===== config.mk =====
export PLATFORM = sky130hd
export DESIGN_NAME = tli_scan
export DESIGN_NICKNAME = d
export VERILOG_FILES = /design/src/design/tli_pkg.sv /design/src/design/tli_scan.sv
export SDC_FILE = /design/constraint.sdc
export NUM_CORES = 1
export LEC_CHECK = 0
export ABC_AREA = 0
export BUFFER_PORTS_ARGS = -buffer_cell sky130_fd_sc_hd__buf_2
export CORE_MARGIN = 4
export CORE_UTILIZATION = 30
export DETAILED_ROUTE_END_ITERATION = 10
export GPL_TIMING_DRIVEN = 1
export PLACE_DENSITY = 0.56
export SYNTH_ARGS = -nofsm -noshare
export SYNTH_HDL_FRONTEND = slang
export SYNTH_SLANG_ARGS = --single-unit

===== constraint.sdc =====
create_clock -name clk_i -period 18.1 [get_ports clk_i]
set_input_delay 4.525 -clock clk_i [delete_from_list [all_inputs] [get_ports clk_i]]
set_output_delay 4.525 -clock clk_i [all_outputs]
set_load 0.02 [all_outputs]

===== src/design/tli_pkg.sv =====
// ----------------------------------------------------------------------------
// tli_pkg: shared types and constants for the trimmed line indexer
// Operation codes, table geometry, byte constants and inter-module structs.
// ----------------------------------------------------------------------------
package tli_pkg;

  localparam int unsigned MAX_ENTRIES    = 256;
  localparam int unsigned MAX_LINE_BYTES = 255;

  localparam int unsigned IDX_W = $clog2(MAX_ENTRIES);
  localparam int unsigned CNT_W = $clog2(MAX_ENTRIES + 1);
  localparam int unsigned POS_W = 32;
  localparam int unsigned LEN_W = 8;

  typedef enum logic [1:0] {
    OP_START  = 2'd0,
    OP_DATA   = 2'd1,
    OP_END    = 2'd2,
    OP_LOOKUP = 2'd3
  } op_e;

  // mark progress: 0..2 bytes of the byte order mark matched, 3 = decided
  localparam logic [1:0] MARK_DONE = 2'd3;

  localparam logic [7:0] CH_LF   = 8'h0A;
  localparam logic [7:0] CH_CR   = 8'h0D;
  localparam logic [7:0] CH_TAB  = 8'h09;
  localparam logic [7:0] CH_SPC  = 8'h20;
  localparam logic [7:0] CH_HASH = 8'h23;

  function automatic logic [7:0] mark_byte(logic [1:0] p);
    logic [7:0] b;
    case (p)
      2'd0:    b = 8'hEF;
      2'd1:    b = 8'hBB;
      2'd2:    b = 8'hBF;
      default: b = 8'h00;
    endcase
    return b;
  endfunction

  function automatic logic is_trim(logic [7:0] c);
    return (c == CH_SPC) || (c == CH_TAB) || (c == CH_CR);
  endfunction

  typedef struct packed {
    logic [POS_W-1:0] offset;
    logic [LEN_W-1:0] length;
  } tbl_data_t;

  typedef struct packed {
    logic             we;
    logic [IDX_W-1:0] addr;
    tbl_data_t        data;
  } tbl_wr_t;

  typedef struct packed {
    logic             en;
    logic [IDX_W-1:0] addr;
  } tbl_rd_t;

  typedef struct packed {
    logic             found;
    logic [CNT_W-1:0] count;
    logic [POS_W-1:0] dropped;
  } res_t;

endpackage


===== src/design/tli_scan.sv =====
// ----------------------------------------------------------------------------
// tli_scan: byte scanner and line tracker
// Mark detection, trimming, line close, counters and the result register.
// ----------------------------------------------------------------------------
module tli_scan import tli_pkg::*; (
  input  logic       clk_i,
  input  logic       rst_ni,
  input  logic       accept_i,
  input  logic [1:0] operation_i,
  input  logic [7:0] data_byte_i,
  input  logic [7:0] lookup_index_i,
  input  logic       rsp_ready_i,
  output logic       out_valid_o,
  output res_t       res_o,
  output tbl_wr_t    wr_o,
  output tbl_rd_t    rd_o
);

  logic [POS_W-1:0] pos_q, pos_d;
  logic [1:0]       mark_q, mark_d;
  logic             inked_q, inked_d;
  logic             comment_q, comment_d;
  logic [POS_W-1:0] first_q, first_d;
  logic [POS_W-1:0] after_q, after_d;
  logic [CNT_W-1:0] count_q, count_d;
  logic [31:0]      dropped_q, dropped_d;
  logic             valid_q;
  res_t             res_q;

  op_e              op;
  logic             mark_open, hit, replay;
  logic             eff_inked, eff_comment;
  logic [POS_W-1:0] eff_first, eff_after;
  logic [POS_W-1:0] line_len;
  logic             do_close, keep_line, too_long, full;
  logic             found;

  assign op        = op_e'(operation_i);
  assign mark_open = (mark_q != MARK_DONE);
  assign hit       = (op == OP_DATA) && mark_open && (data_byte_i == mark_byte(mark_q));
  // partly matched mark falls back to text: ink at 0, ends after the matched bytes
  assign replay    = mark_open && !hit && (mark_q != 2'd0) &&
                     ((op == OP_DATA) || (op == OP_END));

  assign eff_inked   = replay ? 1'b1 : inked_q;
  assign eff_comment = replay ? 1'b0 : comment_q;
  assign eff_first   = replay ? '0 : first_q;
  assign eff_after   = replay ? POS_W'(mark_q) : after_q;

  assign line_len  = eff_after - eff_first;
  assign keep_line = eff_inked && !eff_comment && (line_len != '0);
  assign too_long  = line_len > POS_W'(MAX_LINE_BYTES);
  assign full      = count_q >= CNT_W'(MAX_ENTRIES);
  assign found     = CNT_W'(lookup_index_i) < count_q;

  always_comb begin
    pos_d     = pos_q;
    mark_d    = mark_q;
    inked_d   = inked_q;
    comment_d = comment_q;
    first_d   = first_q;
    after_d   = after_q;
    count_d   = count_q;
    dropped_d = dropped_q;
    do_close  = 1'b0;
    if (accept_i) begin
      unique case (op)
        OP_START: begin
          pos_d     = '0;
          mark_d    = '0;
          inked_d   = 1'b0;
          comment_d = 1'b0;
          first_d   = '0;
          after_d   = '0;
          count_d   = '0;
          dropped_d = '0;
        end
        OP_DATA: begin
          pos_d = pos_q + 1'b1;
          if (hit) begin
            mark_d = mark_q + 1'b1;
          end else begin
            mark_d    = MARK_DONE;
            inked_d   = eff_inked;
            comment_d = eff_comment;
            first_d   = eff_first;
            after_d   = eff_after;
            if (data_byte_i == CH_LF) begin
              do_close  = 1'b1;
              inked_d   = 1'b0;
              comment_d = 1'b0;
            end else if (!is_trim(data_byte_i)) begin
              if (!eff_inked) begin
                inked_d   = 1'b1;
                first_d   = pos_q;
                comment_d = (data_byte_i == CH_HASH);
              end
              after_d = pos_q + 1'b1;
            end
          end
        end
        OP_END: begin
          mark_d    = MARK_DONE;
          first_d   = eff_first;
          after_d   = eff_after;
          do_close  = 1'b1;
          inked_d   = 1'b0;
          comment_d = 1'b0;
        end
        OP_LOOKUP: begin
        end
        default: begin
        end
      endcase
      if (do_close && keep_line) begin
        if (too_long || full) begin
          if (dropped_q != '1) begin
            dropped_d = dropped_q + 1'b1;
          end
        end else begin
          count_d = count_q + 1'b1;
        end
      end
    end
  end

  always_comb begin
    wr_o.we          = accept_i && do_close && keep_line && !too_long && !full;
    wr_o.addr        = count_q[IDX_W-1:0];
    wr_o.data.offset = eff_first;
    wr_o.data.length = line_len[LEN_W-1:0];
    rd_o.en          = accept_i && (op == OP_LOOKUP);
    rd_o.addr        = IDX_W'(lookup_index_i);
  end

  always_ff @(posedge clk_i or negedge rst_ni) begin
    if (!rst_ni) begin
      pos_q     <= '0;
      mark_q    <= '0;
      inked_q   <= 1'b0;
      comment_q <= 1'b0;
      first_q   <= '0;
      after_q   <= '0;
      count_q   <= '0;
      dropped_q <= '0;
      valid_q   <= 1'b0;
    end else begin
      pos_q     <= pos_d;
      mark_q    <= mark_d;
      inked_q   <= inked_d;
      comment_q <= comment_d;
      first_q   <= first_d;
      after_q   <= after_d;
      count_q   <= count_d;
      dropped_q <= dropped_d;
      if (accept_i && ((op == OP_END) || (op == OP_LOOKUP))) begin
        valid_q <= 1'b1;
      end else if (rsp_ready_i) begin
        valid_q <= 1'b0;
      end
    end
  end

  // result payload, no reset needed
  always_ff @(posedge clk_i) begin
    if (accept_i && ((op == OP_END) || (op == OP_LOOKUP))) begin
      res_q.found   <= (op == OP_LOOKUP) && found;
      res_q.count   <= count_d;
      res_q.dropped <= dropped_d;
    end
  end

  assign out_valid_o = valid_q;
  assign res_o       = res_q;

  a_count_bound: assert property (@(posedge clk_i) disable iff (!rst_ni)
    count_q <= CNT_W'(MAX_ENTRIES))
    else $error("stored count above table depth");

  a_mark_no_ink: assert property (@(posedge clk_i) disable iff (!rst_ni)
    mark_open |-> !inked_q)
    else $error("line inked while mark still undecided");

  a_wr_in_range: assert property (@(posedge clk_i) disable iff (!rst_ni)
    wr_o.we |-> (count_q < CNT_W'(MAX_ENTRIES)) && !rd_o.en)
    else $error("table write when full or during lookup");

  a_drop_mono: assert property (@(posedge clk_i) disable iff (!rst_ni)
    (accept_i && (op != OP_START)) |=> dropped_q >= $past(dropped_q))
    else $error("skipped count went down");

  a_accept_slot: assert property (@(posedge clk_i) disable iff (!rst_ni)
    (valid_q && !rsp_ready_i && accept_i) |-> ((op == OP_START) || (op == OP_DATA)) ||
      !valid_q)
    else $error("result overwritten while stalled");

endmodule


==> results.toml <==
[timing]
finalMaxSlewViolations = 0
fmax_mhz = 63.7
grt_setup_unrepaired = "false"
period_share_pct = 86.7
hold_violations = 0
hold_slack_ns = 0.481
finalClockSkew_ns = 0.0172
finalSetupViolCount = 0
relSlewSlack_pct = 21.2
fin_setup_tns_ns = 0
period_needed_ns = 15.69
worst_pin_slew_ns = 1.17

[floorplan]
core_area_sq_um = 40900
core.rowCount = 74
pin_count = 123
initial_core_util_pct = 30.4
dieArea_sq_um = 44800
die_h_um = 212
chipWidth_um = 212

[setup_path]
timing.critical_path.buf_inv = 5
crit_arrival_ns = 11.17
crit_path_cell_trace = "buf_2 -> inv_1 -> ha_1 -> nor3b_2 -> o31ai_4 -> buf_4 -> and2_1 -> ha_1 -> a21o_1 -> o21bai_1 -> a221oi_1 -> a21oi_1 -> or3_1 -> o211ai_1 -> nand4bb_1 -> a2111oi_0 -> and4_1 -> nand4_1 -> nor4_1 -> nand2_1 -> inv_1 -> buf_2"
critPathTopFamily = "compound AO/OA/AOI/OAI gates"
crit_path_end_kind = "output pin"
path_max_fanout = 43
r2r-end = "res_o[27]$_DFFE_PP_"
reg2reg_slack_ns = 10.06
worstPathRequired_ns = 13.57
r2r_start = "mark_q[0]$_DFFE_PN0P_"
critical-path-slowest-cell = "ha_1"
path_class = "input port to output pin"
slowest_delay_ns = 0.94
reg2regPathDepth = 21
critPathLaunchType = "input port"

[cells_and_area]
n_fill_cell = 4264
syn_to_final_growth_pct = 12.7
fin_cells = 2079
nNetsFinal = 1604
layout-drive-gt1-share_pct = 12.7
seqCellArea_sq_um = 4810
multi_input_area_sq_um = 6910
final_common_cell = "nand2_1"
layout_common_cells = "209 x nand2_1, 154 x o21ai_0, 142 x dfrtp_1, 121 x buf_2, 87 x nor2_1"
fin_util_pct = 34.2
n_antenna_cell = 0
stdcell_area_sq_um = 14000

[global_routing]
antenna_found_initial = 0
grt_max_degree = 73
grt_pass1_vias = 10900
grtUsageTotal_pct = 17.0
grt_pass1_wl_um = 61100
gr-total-overflow = 0

[routing]
dr.pass1.iters = 5
drtAntennaViolNets = 0
via_per_inst = 5.43
drcViolationCount = 0
num_vias = 11300
wl_per_cell_um = 18.4
drt-initial-drc-count = 929
routed_wl_um = 38300

[logic_synthesis]
synth_ff_type = "dfrtp_1"
async_flop_share_pct = 77.2
yosysSeqAreaShare_pct = 38.7
synth_cell_type_count = 81
ys_ff_latch = 184
synth_cells = 1479
synth_edf_count = 42
syn-num-nets = 1549
synth.avg_cell_area_sq_um = 8.40
yosys_warnings = 0
synthesis.area_sq_um = 12400

[pwr]
comb_power_share_pct = 21.9
ir_drop_mv = 0.0497
p_int_mw = 0.702
p_sw_share_pct = 34.1
clkPwrFrac_pct = 35.8
p_leak_nw = 6.15
p_switching_mw = 0.363
pwr-share-seq_pct = 42.3
pwr_density_cell_nw_per_um2 = 76.1

[clocking]
htree_levels = 4
clock_latency_ns = 0.47
cts_setup_buffers = 0
cts.sinks = 184
path_clk_slew_ns = 0.08
clock_path_buffers = 2
post_cts_resized = 0
cts_made_buffers = 17
cts_tree = "built"
cts.hold.buffers_added = 0
cts_root_buf = "clkbuf_16"

[job]
drv_cap = 0

[min_path]
worstHoldPathCells = 2
hold_path_class = "flip-flop to flip-flop"
hold_end = "after_q[18]$_DFFE_PN0P_"
hold_start = "after_q[18]$_DFFE_PN0P_"

[place]
port_buffers = 122
post_dp_cell_area_sq_um = 13400
gp_congestion = 0.913
dp_cells = 2047
dp_hpwl_um = 28000

[run_status]
outcome = "finished, final reports clean"
worst max-delay path by stage:
stage	cells after the start	slack, ns	end	from
5_1_grt	22	1.90	wr_o[48]	operation_i[0]
2_1_floorplan	25	3.68	wr_o[48]	operation_i[1]
6_report	22	2.41	wr_o[48]	operation_i[0]
3_5_place_dp	22	2.63	wr_o[48]	operation_i[0]
3_3_place_gp	22	2.68	wr_o[48]	operation_i[0]
4_1_cts	22	2.53	wr_o[48]	operation_i[0]
final cells by class:
type / count / share of cell area, %
Tap cell: 532 / 4.75
Clock inverter: 15 / 1.26
Timing Repair Buffer: 137 / 5.21
Clock buffer: 17 / 3.04
Sequential cell: 184 / 34.4
Multi-Input combinational cell: 1119 / 49.3
Inverter: 75 / 2.01
through the flow:
stage               power (mW)  setup WS, ns
floorplan                0.612          3.68
CTS                       1.08          2.53
detailed placement       0.690          2.63
finish                    1.07          2.41
global placement         0.688          2.68
global route              1.12          1.90
flip-flops by register name, summed over array words and instances (netlist names):
register / cells
inked_q: 1
res_o: 42
count_q: 9
after_q: 32
dropped_q: 32
pos_q: 32
comment_q: 1
mark_q: 2
first_q: 32
out_valid_o: 1
power groups by stage:
stage	Sequential [mW]	Combinational, mW	Clock, mW
floorplan	0.461	0.152	0
global placement	0.458	0.231	0
detailed placement	0.458	0.232	0
CTS	0.450	0.233	0.392
global route	0.452	0.256	0.409
finish	0.450	0.234	0.381
tightest hold or removal path, cell delays in order (launching register included):
cell,delay [ns]
dfrtp_1,0.34
nand2_1,0.04
o21ai_0,0.06
layer usage:
layer	global-route usage (%)	share of wire [%]
met3	3.16	5.5
met4	4.46	1.7
met2	26.2	45
met1	24.5	48
met5	0	0
synthesized netlist by cell type, types with 22 or more instances:
cell,number,share of area (%)
a22oi_1,41,2.5
dfrtp_1,142,29
a22o_1,22,1.6
and2_1,39,2.0
nor3_1,25,1.0
edfxtp_1,42,10
xor2_1,24,1.7
nand3_1,58,2.3
inv_1,75,2.3
clkbuf_1,76,2.3
a21oi_1,58,2.3
ha_1,47,4.7
nand2_1,209,6.3
o21ai_0,154,6.2
xnor2_1,28,2.0
nor2_1,89,2.7
kinds of logic after synthesis:
group                      after synthesis  synth area share (%)
AOI/OAI and AO/OA                      459                  24.2
xor gates and xnor gates                52                  3.66
adders and majority gates               48                  4.89
buffers and inverters                  176                  5.93
DFF                                    184                  38.7
muxes                                   18                  1.47
and+or+nand+nor                        542                  21.1
Power figures use the tool's default switching activity.
